<file path="src/hdl/sattab_pkg.sv">
`default_nettype none

package sattab_pkg;

  localparam int ADDR_W = 64;
  localparam int TYPE_W = 8;
  localparam int POS_W  = 7;

  localparam logic             MODE_INSERT    = 1'b0;
  localparam logic             MODE_LOOKUP    = 1'b1;
  localparam logic             STATUS_DONE    = 1'b0;
  localparam logic             STATUS_FULL    = 1'b1;
  localparam logic [TYPE_W-1:0] MATCH_ANY_TYPE = 8'd2;

  // broadcast to every cell of the chain
  typedef struct packed {
    logic              ins_en;
    logic [ADDR_W-1:0] key_addr;
    logic [TYPE_W-1:0] key_type;
  } cell_cmd_t;

  typedef enum logic [2:0] {
    ST_IDLE   = 3'b001,
    ST_SEARCH = 3'b010,
    ST_WAIT   = 3'b100
  } state_t;

endpackage

`default_nettype wire

</file>
<file path="src/hdl/sattab_tree.sv">
`default_nettype none

module sattab_tree #(
  parameter int N = 64
) (
  input  wire logic                                     clk,
  input  wire logic [N-1:0]                             hit,
  output logic                                          found,
  output logic [((($clog2(N)) > 0) ? $clog2(N) : 1)-1:0] first_idx
);
  import sattab_pkg::*;

  localparam int LV = $clog2(N);
  localparam int P  = 1 << LV;
  localparam int IW = (LV > 0) ? LV : 1;

  logic [P-1:0]  any_r [LV+1];
  logic [IW-1:0] idx_r [LV+1][P];

  // leaves
  for (genvar j = 0; j < P; j++) begin : g_leaf
    always_ff @(posedge clk) begin
      if (j < N) begin
        any_r[0][j] <= hit[j];
      end else begin
        any_r[0][j] <= 1'b0;
      end
      idx_r[0][j] <= IW'(j);
    end
  end

  // each level keeps the lower-indexed hit of a pair
  for (genvar l = 1; l <= LV; l++) begin : g_lvl
    for (genvar j = 0; j < (P >> l); j++) begin : g_node
      always_ff @(posedge clk) begin
        any_r[l][j] <= any_r[l-1][2*j] | any_r[l-1][2*j+1];
        idx_r[l][j] <= any_r[l-1][2*j] ? idx_r[l-1][2*j] : idx_r[l-1][2*j+1];
      end
    end
  end

  assign found     = any_r[LV][0];
  assign first_idx = idx_r[LV][0];

endmodule

`default_nettype wire

</file>
<file path="config.mk">
export PLATFORM = sky130hd
export DESIGN_NAME = sattab_tree
export DESIGN_NICKNAME = d
export VERILOG_FILES = /design/src/hdl/sattab_pkg.sv /design/src/hdl/sattab_tree.sv
export SDC_FILE = /design/constraint.sdc
export NUM_CORES = 1
export LEC_CHECK = 0
export ABC_AREA = 1
export BUFFER_PORTS_ARGS = -buffer_cell sky130_fd_sc_hd__buf_2
export CORE_ASPECT_RATIO = 0.8
export CORE_MARGIN = 2
export CORE_UTILIZATION = 43
export CTS_CLUSTER_DIAMETER = 150
export CTS_CLUSTER_SIZE = 16
export DETAILED_ROUTE_END_ITERATION = 8
export GPL_ROUTABILITY_DRIVEN = 0
export SETUP_SLACK_MARGIN = 0.5
export SLEW_MARGIN = 20
export SYNTH_ARGS = -nofsm -noshare
export SYNTH_HDL_FRONTEND = slang
export SYNTH_SLANG_ARGS = --single-unit
export TNS_END_PERCENT = 50
</file>
<file path="constraint.sdc">
create_clock -name clk -period 2 [get_ports clk]
set_clock_uncertainty 0.05 [all_clocks]
set_input_delay 0.1 -clock clk [delete_from_list [all_inputs] [get_ports clk]]
set_output_delay 0.1 -clock clk [all_outputs]
set_load 0.005 [all_outputs]
</file>
# == Word level (Yosys, flattened, before mapping) ==
# Memory sizes are Yosys's and may differ from the RTL's.
# Cells that the tools add are included.
# classes
bitwise,63
muxes,63
# op_table
cell,count
$mux 6,63
$or 1x1->1,63
# word_totals
reg_bits,0
mem_bits_rw,1792
mem_count,2
out_inout_bits,7
# memory_table
memory,depth,width,read_ports,rd_clocked_by_memory_dff,write_ports,line,rtl
idx_r,7,192,7,0,7,sattab_tree.sv:18,logic [IW-1:0] idx_r [LV+1][P];
any_r,7,64,7,0,7,sattab_tree.sv:17,logic [P-1:0] any_r [LV+1];

# == Logic depth before layout (Yosys ltp) ==
# An unclocked memory read counts as a cell.
# logic_depth
word_depth,2
ltp_mapped,3

# == Least setup slack after synthesis ==
# Ideal clock, no wire load.
# synth_path
path_kind,register -> register
startpoint,memory any_r[1][64] (netlist name)
endpoint,memory any_r[2][0] (netlist name)
path_stages_with_launch,2
setup_time_ps,123
synth_period_minus_slack_ps,763
path_buffers,0
required_ps,1827
slack_ps,1237
arrival_time_ps,590
path_cell_list,dfxtp_1 > or2_2
# synth_lines
item,line
"start, declared",sattab_tree.sv:17

==> impl_metrics.env <==
export IMPL_synth_top_area_cell="dfxtp_1"
export IMPL_status="finished clean"
export IMPL_grt_max_degree=17
export IMPL_startpoint_type="flip-flop"
export IMPL_cp_max_fo=1
export IMPL_p_total_mw=8.72
export IMPL_p_leak_nw=3.89
export IMPL_synth_fa_ha_area_share_pct=0
export IMPL_wl_per_cell_um=8.87
export IMPL_cap_violations=0
export IMPL_hold_slack_ns=0.197
export IMPL_yosys_area_share_simple_pct=16.7
export IMPL_port_buffers=71
export IMPL_cts_setup_buffers=0
export IMPL_nets=765
export IMPL_synth_top_family_by_area="simple AND/OR/NAND/NOR gates"
export IMPL_fmaxAchievable_mhz=966
export IMPL_fin_tns_setup_ns=0
export IMPL_worstPathArrival_ns=0.89
export IMPL_drt_iter0_drc=112
export IMPL_postPlaceCellArea_um2=6800
export IMPL_worstPathCellList="buf_2"
export IMPL_hpwl_mm=4.97
export IMPL_drive_gt1_share_pct=21.9
export IMPL_synth_cells=544
export IMPL_gr_total_overflow=0
export IMPL_synthDistinctLibCells=6
export IMPL_cts_clk_slew_worst_paths_ns=0.07
export IMPL_vdd_drop_max_mv=0.646
export IMPL_diodes=0
export IMPL_hold_class="input pin to flip-flop"
export IMPL_ys_ff_latch=247
export IMPL_via_per_inst=3.89
export IMPL_ys_seq_area_share_pct=79.5
export IMPL_cp_num_buf_inv=1
export IMPL_synth_top_area_share_pct=79.5
export IMPL_pin_count=72
export IMPL_setup_violations=0
export IMPL_end_kind="output pin"
export IMPL_drtAntennaViolNets=0
export IMPL_first_pass_iters=4
export IMPL_finalCritPeriodShare_pct=51.8
export IMPL_syn_num_nets=609
export IMPL_cts_tree="built"
export IMPL_clk_path_buf_depth=3
export IMPL_row_count=39
export IMPL_worst_slack_ns=0.965
export IMPL_slowest_delay_ns=0.30
export IMPL_syn2layout_area_growth_pct=27.7
export IMPL_layout_min_cycle_time_ns=1.04
export IMPL_die_area_um2=15400
export IMPL_p_per_area_nw_per_um2=1100
export IMPL_rsz0062_at_grt="false"
export IMPL_die_x_um=138
export IMPL_synthMuxAreaShare_pct=0
export IMPL_slew_viol_final=0
export IMPL_cts_hold_buf=64
export IMPL_required_ns=1.85
export IMPL_cts_made_buffers=19
export IMPL_relSlewSlack_pct=84.6
export IMPL_hold_violations=0
export IMPL_syn_area_per_cell_um2=11.4
export IMPL_h_tree_depth=1
export IMPL_crit_slowest_cell="dfxtp_1"
export IMPL_synth_compound_area_share_pct=0
export IMPL_core_area_um2=14200
export IMPL_grt_pass1_wl_mm=13.4
export IMPL_dp_slack_ns=1.17
export IMPL_via_count=3435
export IMPL_gr_usage_all_layers_pct=10.4
export IMPL_synthXorXnorAreaFrac_pct=0
export IMPL_crit_type="flip-flop to output pin"
export IMPL_routed_wl_mm=7.84
export IMPL_clock_root_buffer="clkbuf_16"
export IMPL_synth_area_leaders="dfxtp_1, nand2_1, or2_2, inv_1, or2_1"
export IMPL_syn_cell_area_um2=6220
export IMPL_start_util_pct=43.8
export IMPL_antenna_found_initial=0
export IMPL_grt_pass1_vias=3308
export IMPL_crit_family="flip-flops"
export IMPL_post_cts_resize_count=0
export IMPL_yosysWarnings=0
export IMPL_fin_area_um2=7940
export IMPL_drc_errors=0
export IMPL_die_height_um=112
export IMPL_worst_pin_slew_ns=0.231
export IMPL_cts_sinks=247
export IMPL_insertion_delay_ns=0.48
-- synth_stat cells --
| library cell | n |
|---|---|
| dfxtp_1 | 247 |
| or2_1 | 3 |
| nand2_1 | 171 |
| inv_1 | 62 |
| inv_2 | 1 |
| or2_2 | 60 |
-- routing by layer --
layer  part of all wire (%)  track usage (%)  vias up
li1                       -                -     1891
met1                     44             11.8     1461
met2                     48             18.8       67
met3                    5.3             2.71       16
met4                    2.5             4.01        0
met5                      0                0        -
-- final timing paths --
| kind | start | endpoint | slack [ns] | depth (start not counted) |
|---|---|---|---|---|
| min | hit[54] | any_r[0][54] | 0.20 | 2 |
| max | idx_r[3][186] | first_idx[0] | 0.96 | 1 |
| max reg2reg | any_r[2][0] | idx_r[2][380] | 1.16 | 3 |
| min reg2reg | any_r[0][60] | idx_r[0][198] | 0.32 | 1 |
-- kinds of logic after synthesis --
logic type / count (synthesis)
buffers and inverters: 63
DFF: 247
and+or+nand+nor: 234
-- area by class of cell --
class                   instances  area (um^2)
inverters                      63          236
clock inverters                 2         20.0
repair buffers                135          996
well taps                     184          230
fillers                      1151         6260
multi-input cells             234         1040
clock buffers                  19          475
flip-flops and latches        247         4940
-- placed cells by master (no fill, tap or decap) --
| master | netlist | layout |
|---|---|---|
| inv_8 | 0 | 1 |
| inv_1 | 62 | 62 |
| or2_1 | 3 | 3 |
| clkbuf_16 | 0 | 19 |
| buf_2 | 0 | 71 |
| inv_2 | 1 | 1 |
| nand2_1 | 171 | 171 |
| inv_6 | 0 | 1 |
| dlygate4sd3_1 | 0 | 64 |
| dfxtp_1 | 247 | 247 |
| or2_2 | 60 | 60 |
-- per-stage QoR --
stage,util [%],instances
after floorplan,-,544
after global placement,47.9,799
after detailed placement,47.9,799
after CTS,55.9,884
after global routing,55.9,884
final,55.9,884
-- where the power goes --
group	internal [mW]	leakage, nW	total [mW]	switching [mW]
registers	5.17	2.06	5.24	0.0725
logic	0.194	1.59	0.291	0.0975
clock network	1.70	0.245	3.19	1.49
total	7.06	3.89	8.72	1.66
-- sequential cells by signal (all words and copies together) (netlist names) --
name / cells
idx_r: 120
any_r: 127
-- worst register-to-register path: stages (launching register included) --
cell and delay [ns]:
dfxtp_1 0.42, inv_1 0.12, nand2_1 0.07, nand2_1 0.05
Power figures use the tool's default switching activity.
