`src/hdl/sattab_pkg.sv`:
```
`default_nettype none

package sattab_pkg;

  localparam int ADDR_W = 64;
  localparam int TYPE_W = 8;
  localparam int POS_W  = 7;

  localparam logic             MODE_INSERT    = 1'b0;
  localparam logic             MODE_LOOKUP    = 1'b1;
  localparam logic             STATUS_DONE    = 1'b0;
  localparam logic             STATUS_FULL    = 1'b1;
  localparam logic [TYPE_W-1:0] MATCH_ANY_TYPE = 8'd2;

  // broadcast to every cell of the chain
  typedef struct packed {
    logic              ins_en;
    logic [ADDR_W-1:0] key_addr;
    logic [TYPE_W-1:0] key_type;
  } cell_cmd_t;

  typedef enum logic [2:0] {
    ST_IDLE   = 3'b001,
    ST_SEARCH = 3'b010,
    ST_WAIT   = 3'b100
  } state_t;

endpackage

`default_nettype wire

```
`src/hdl/sattab_cell.sv`:
```
`default_nettype none

module sattab_cell (
  input  wire logic                          clk,
  input  wire sattab_pkg::cell_cmd_t         cmd,
  input  wire logic                          occupied,
  input  wire logic                          prev_lt,
  input  wire logic [sattab_pkg::ADDR_W-1:0] prev_addr,
  input  wire logic [sattab_pkg::TYPE_W-1:0] prev_type,
  output logic      [sattab_pkg::ADDR_W-1:0] entry_addr,
  output logic      [sattab_pkg::TYPE_W-1:0] entry_type,
  output logic                               lt,
  output logic                               hit
);
  import sattab_pkg::*;

  logic [ADDR_W-1:0] entry_addr_r;
  logic [ADDR_W-1:0] entry_addr_nxt;
  logic [TYPE_W-1:0] entry_type_r;
  logic [TYPE_W-1:0] entry_type_nxt;

  assign lt  = occupied && (entry_addr_r < cmd.key_addr);
  assign hit = occupied && (entry_addr_r == cmd.key_addr) &&
               ((cmd.key_type == MATCH_ANY_TYPE) || (cmd.key_type == entry_type_r));

  assign entry_addr = entry_addr_r;
  assign entry_type = entry_type_r;

  // smaller entries stay, the first other cell takes the key, the rest move up one
  always_comb begin
    entry_addr_nxt = entry_addr_r;
    entry_type_nxt = entry_type_r;
    if (cmd.ins_en && !lt) begin
      if (prev_lt) begin
        entry_addr_nxt = cmd.key_addr;
        entry_type_nxt = cmd.key_type;
      end else begin
        entry_addr_nxt = prev_addr;
        entry_type_nxt = prev_type;
      end
    end
  end

  always_ff @(posedge clk) begin
    entry_addr_r <= entry_addr_nxt;
    entry_type_r <= entry_type_nxt;
  end

endmodule

`default_nettype wire

```
`config.mk`:
```
export PLATFORM = sky130hd
export DESIGN_NAME = sattab_cell
export DESIGN_NICKNAME = d
export VERILOG_FILES = /design/src/hdl/sattab_pkg.sv /design/src/hdl/sattab_cell.sv
export SDC_FILE = /design/constraint.sdc
export NUM_CORES = 1
export LEC_CHECK = 0
export ABC_AREA = 0
export BUFFER_PORTS_ARGS = -buffer_cell sky130_fd_sc_hd__buf_2
export CORE_MARGIN = 2
export CORE_UTILIZATION = 52
export DETAILED_ROUTE_END_ITERATION = 6
export PLACE_DENSITY = 0.88
export SLEW_MARGIN = 20
export SYNTH_ARGS = -nofsm -noshare
export SYNTH_HDL_FRONTEND = slang
export SYNTH_SLANG_ARGS = --single-unit
export TNS_END_PERCENT = 100
```
`constraint.sdc`:
```
create_clock -name clk -period 9 [get_ports clk]
set_clock_uncertainty 0.1 [all_clocks]
set_input_delay 0.45 -clock clk [delete_from_list [all_inputs] [get_ports clk]]
set_output_delay 0.45 -clock clk [all_outputs]
set_load 0.02 [all_outputs]
```
# --- Word level (Yosys, flattened, before mapping) ---
# Index checks and enable logic that the tools add are counted.
op_classes:
  add_sub_neg: 0
  multipliers: 0
  div: 0
  magnitude_cmp: 1
  n_eq_ne: 3
  n_shift: 0
  mux: 2
  n_bitwise: 0
  reduce_logical: 6
ops:
  columns: ["op", "count"]
  rows:
  - ["64-bit equality test", 1]
  - ["64-bit < comparator", 1]
  - ["64-bit two-way mux", 1]
  - ["8-bit by 2-bit equality test with 1-bit output, second input constant", 1]
  - ["8-bit equality test", 1]
  - ["8-bit two-way mux", 1]
  - ["1-bit logical AND", 4]
  - ["1-bit logical NOT", 1]
  - ["1-bit logical OR", 1]
totals:
  regBits: 72
  latch_bits: 0
  ramBits: 0
  rom_bits: 0
  inputBits: 148
  out_inout_bits: 74
  elab_cells: 14
  memories: 0

# --- Logic depth before layout (Yosys ltp) ---
logic_depth:
  word_depth: 4
  depth_mapped: 7
  depth_no_buf: 7

# --- Worst setup path after synthesis ---
# OpenSTA, ideal clock, no wires.
synth_path:
  path_type: "flip-flop to flip-flop"
  start: "register entry_addr_r[57] (netlist: entry_addr[57])"
  end: "register entry_addr_r[0] (netlist: entry_addr[0]), enable pin"
  setup_ns: 0.444
  arrival_ns: 3.542
  required_ns: 8.456
  setup_slack_ns: 4.914
  stages_incl_launch_ff: 7
  n_path_buf: 0
  synth_period_minus_slack_ns: 4.086
  path_cell_list: "edfxtp_1 -> ha_1 -> nand4_2 -> nor4_4 -> nand4_2 -> a311oi_2 -> o41a_1"
synth_between:
  elab_chain_len: 4
synth_lines:
  columns: ["item", "line_no", "text"]
  rows:
  - ["start, declared", "sattab_cell.sv:17", "logic [ADDR_W-1:0] entry_addr_r;"]
  - ["start signal, assigned", "sattab_cell.sv:45", "entry_addr_r <= entry_addr_nxt;"]
  - ["64-bit < comparator", "sattab_cell.sv:22", "assign lt = occupied && (entry_addr_r < cmd.key_addr);"]
  - ["1-bit logical AND", "sattab_cell.sv:22", null]
  - ["1-bit logical NOT", "sattab_cell.sv:33", "if (cmd.ins_en && !lt) begin"]
  - ["1-bit logical AND", "sattab_cell.sv:33", null]
# No other way between the ends.
# A chain may end at the register's enable or synchronous reset.

# --- Final worst setup path ---
layout_path:
  start: "register entry_addr_r[38] (netlist: entry_addr[38])"
  end: "register entry_addr_r[63] (netlist: entry_addr[63]), enable pin"
# The elaborated chain is that of the path after synthesis.

==> metrics.txt <==
status=completed; Worst-Margin Slew=0.9161 ns; Synth Warn #=0; Peak VDD IR=73.25 uV; top_reg_cell synth=edfxtp_1; area grow syn2layout=28.98%; clock latency on the worst-skew pair=0.34 ns; post-route ant nets=0; layout cells sized above 1=0.5103; Initial Util=0.5309; worst path arrival time=3.46 ns; CTS clk-pin slew, worst paths=0.08 ns; CP Launch Type=flip-flop; Leak=3.022 nW; die area=0.01009 sq mm; clock sinks=72; core area=0.009109 sq mm; EDFF count, synth=72; First-pass DRT Iterations=6; min-delay worst type=input pin to flip-flop; I/O pins=222; vias in the first global route=4,095; Syn Inst Count=404; pin count of the biggest net entering global routing=73; Netlist cell types=37; CTS tree=built; GR Overflow Total=0; Routed WL=12,400 um; Post-synth ARST share=0; Nets=842; syn nets=616; post-synthesis sequential area ratio=0.4471; IO Port Bufs=221; Post-Layout Cell Count=744; worst-case clock buffer depth=2; Tot GR Track Use=0.2412; Final period util=0.3999; final worst slack=5.400 ns; Reg area=0.002162 sq mm; Required @ worst endpoint=8.86 ns; fin crit period=3.600 ns; critical path capture point type=flip-flop; Mean Syn Cell Area=11.97 sq um; clk root buf=clkbuf_8; Power, Total=887.1 uW; Placed Cells=730; fin. max-slew vios=0; initial antenna violation count=0; area of the multi-input gates=0.002397 sq mm; WL per Instance=16.67 um; Die X=100.4 um; Hold Buf Count CTS=0; filler cell count in the final layout=700; critical path fanouts, max=46; first-pass GRT wire length=18,890 um; Max-slew headroom=0.3893; post-DP HPWL=10,180 um; GPL Wtd Cong=0.9438; smallest hold slack=0.3068 ns; total of max-cap violations=0; setup violators final=0; via count=3,971; die height=100.4 um; Achievable Freq=277.8 MHz; Setup CP Type=flip-flop to flip-flop; Post-Syn Area=0.004836 sq mm; setup tns final=0 ns; #FFs+latches synth=72; unrepaired setup endpoints after global routing=no; DRT iter0 DRCs=135; cts bufs inserted=9; final hold violations=0; H-tree depth=3; post-CTS sizing=0; num rows=35; count of inserted antenna diode cells=0; post-CTS setup buffer count=0; vias per cell=5.337; pre-CTS setup slack=5.209 ns; # DRC=0; P per Cell Area=142.2 mW/mm^2
metal layers:
layer	share of wire	routed length [um]	track usage	vias to the layer above
li1	-	-	-	1931
met1	0.39	4887	0.2848	1861
met2	0.52	6509	0.4424	156
met3	0.058	716	0.03830	23
met4	0.023	290	0.08535	0
met5	0	0	0	-
worst max-delay path, cell delays in order, from the launching register on:
cell	delay, ns
edfxtp_1	0.41
ha_1	0.35
nand4_2	0.13
nor4_1	0.51
nand4_2	0.20
a311oi_2	0.27
o41a_2	0.61
buf_4	0.61
cell usage after synthesis, drive strengths merged (2+ instances only):
cell | count | area share
a221oi | 3 | 0.0067
inv | 65 | 0.050
ha | 64 | 0.17
edfxtp | 72 | 0.45
nor2 | 6 | 0.0047
mux2 | 72 | 0.17
and4 | 2 | 0.0036
nand2 | 21 | 0.016
a21o | 4 | 0.0067
buf | 7 | 0.0062
nand4 | 13 | 0.022
xnor2 | 8 | 0.014
o21ai | 11 | 0.012
nand3 | 6 | 0.0072
nand2b | 2 | 0.0026
nor4 | 6 | 0.014
a21oi | 28 | 0.029
nor3 | 3 | 0.0031
stage by stage:
stage / utilization / instance area [sq um]
2_1_floorplan: - / 4836
3_3_place_gp: 0.6657 / 6063
3_5_place_dp: 0.6657 / 6063
4_1_cts: 0.6848 / 6237
5_1_grt: 0.6848 / 6237
6_report: 0.6848 / 6237
sequential cells by signal, summed over array words and instances, names as in the netlist:
| name | cells |
|---|---|
| entry_addr | 64 |
| entry_type | 8 |
report_power, final:
group | total, mW | switching (mW) | leakage, nW | internal (mW)
Clock | 0.240 | 0.117 | 0.0860 | 0.123
Sequential | 0.418 | 0.0144 | 0.688 | 0.404
Combinational | 0.229 | 0.129 | 2.25 | 0.101
Total | 0.887 | 0.260 | 3.02 | 0.627
cell usage in the layout, fill, tap and decap left out, types with 2 or more instances in the layout:
cell / count
buf_2: 221
mux2_2: 72
edfxtp_1: 72
inv_1: 64
ha_1: 64
a21oi_1: 28
nand2_1: 21
o21ai_0: 10
nand4_1: 9
clkbuf_8: 9
xnor2_1: 8
nor2_1: 6
nand3_1: 5
nand4_2: 4
nor4_1: 4
nor3_1: 3
nand2b_1: 2
nor4_4: 2
and4_1: 2
a21o_1: 2
a221oi_1: 2
a21o_2: 2
clkinv_1: 2
buf_4: 2
cell families after synthesis:
group                      after synthesis  synth area share
buffers and inverters                   73           0.05744
and+or+nand+nor                         63           0.07969
DFF                                     72            0.4471
muxes                                   72            0.1677
AOI/OAI and AO/OA                       52           0.06805
xor gates and xnor gates                 8           0.01449
adders and majority gates               64            0.1656
worst paths after layout:
path	start	cells past startpoint	to	slack (ns)
setup reg to reg	entry_addr[38]$_DFFE_PP_	7	entry_addr[63]$_DFFE_PP_	5.40
setup / recovery	entry_addr[38]$_DFFE_PP_	7	entry_addr[63]$_DFFE_PP_	5.40
hold / removal	prev_addr[57]	2	entry_addr[57]$_DFFE_PP_	0.31
hold reg to reg	entry_addr[23]$_DFFE_PP_	4	entry_addr[7]$_DFFE_PP_	1.46
final cells by class:
type / instances / area share
multi-input combinational: 259 / 0.3844
sequential: 72 / 0.3466
timing repair buffer: 223 / 0.1797
inverter: 65 / 0.03912
tap: 111 / 0.02227
clock buffer: 9 / 0.01986
clock inverter: 5 / 0.008024
Power figures use the tool's default switching activity.
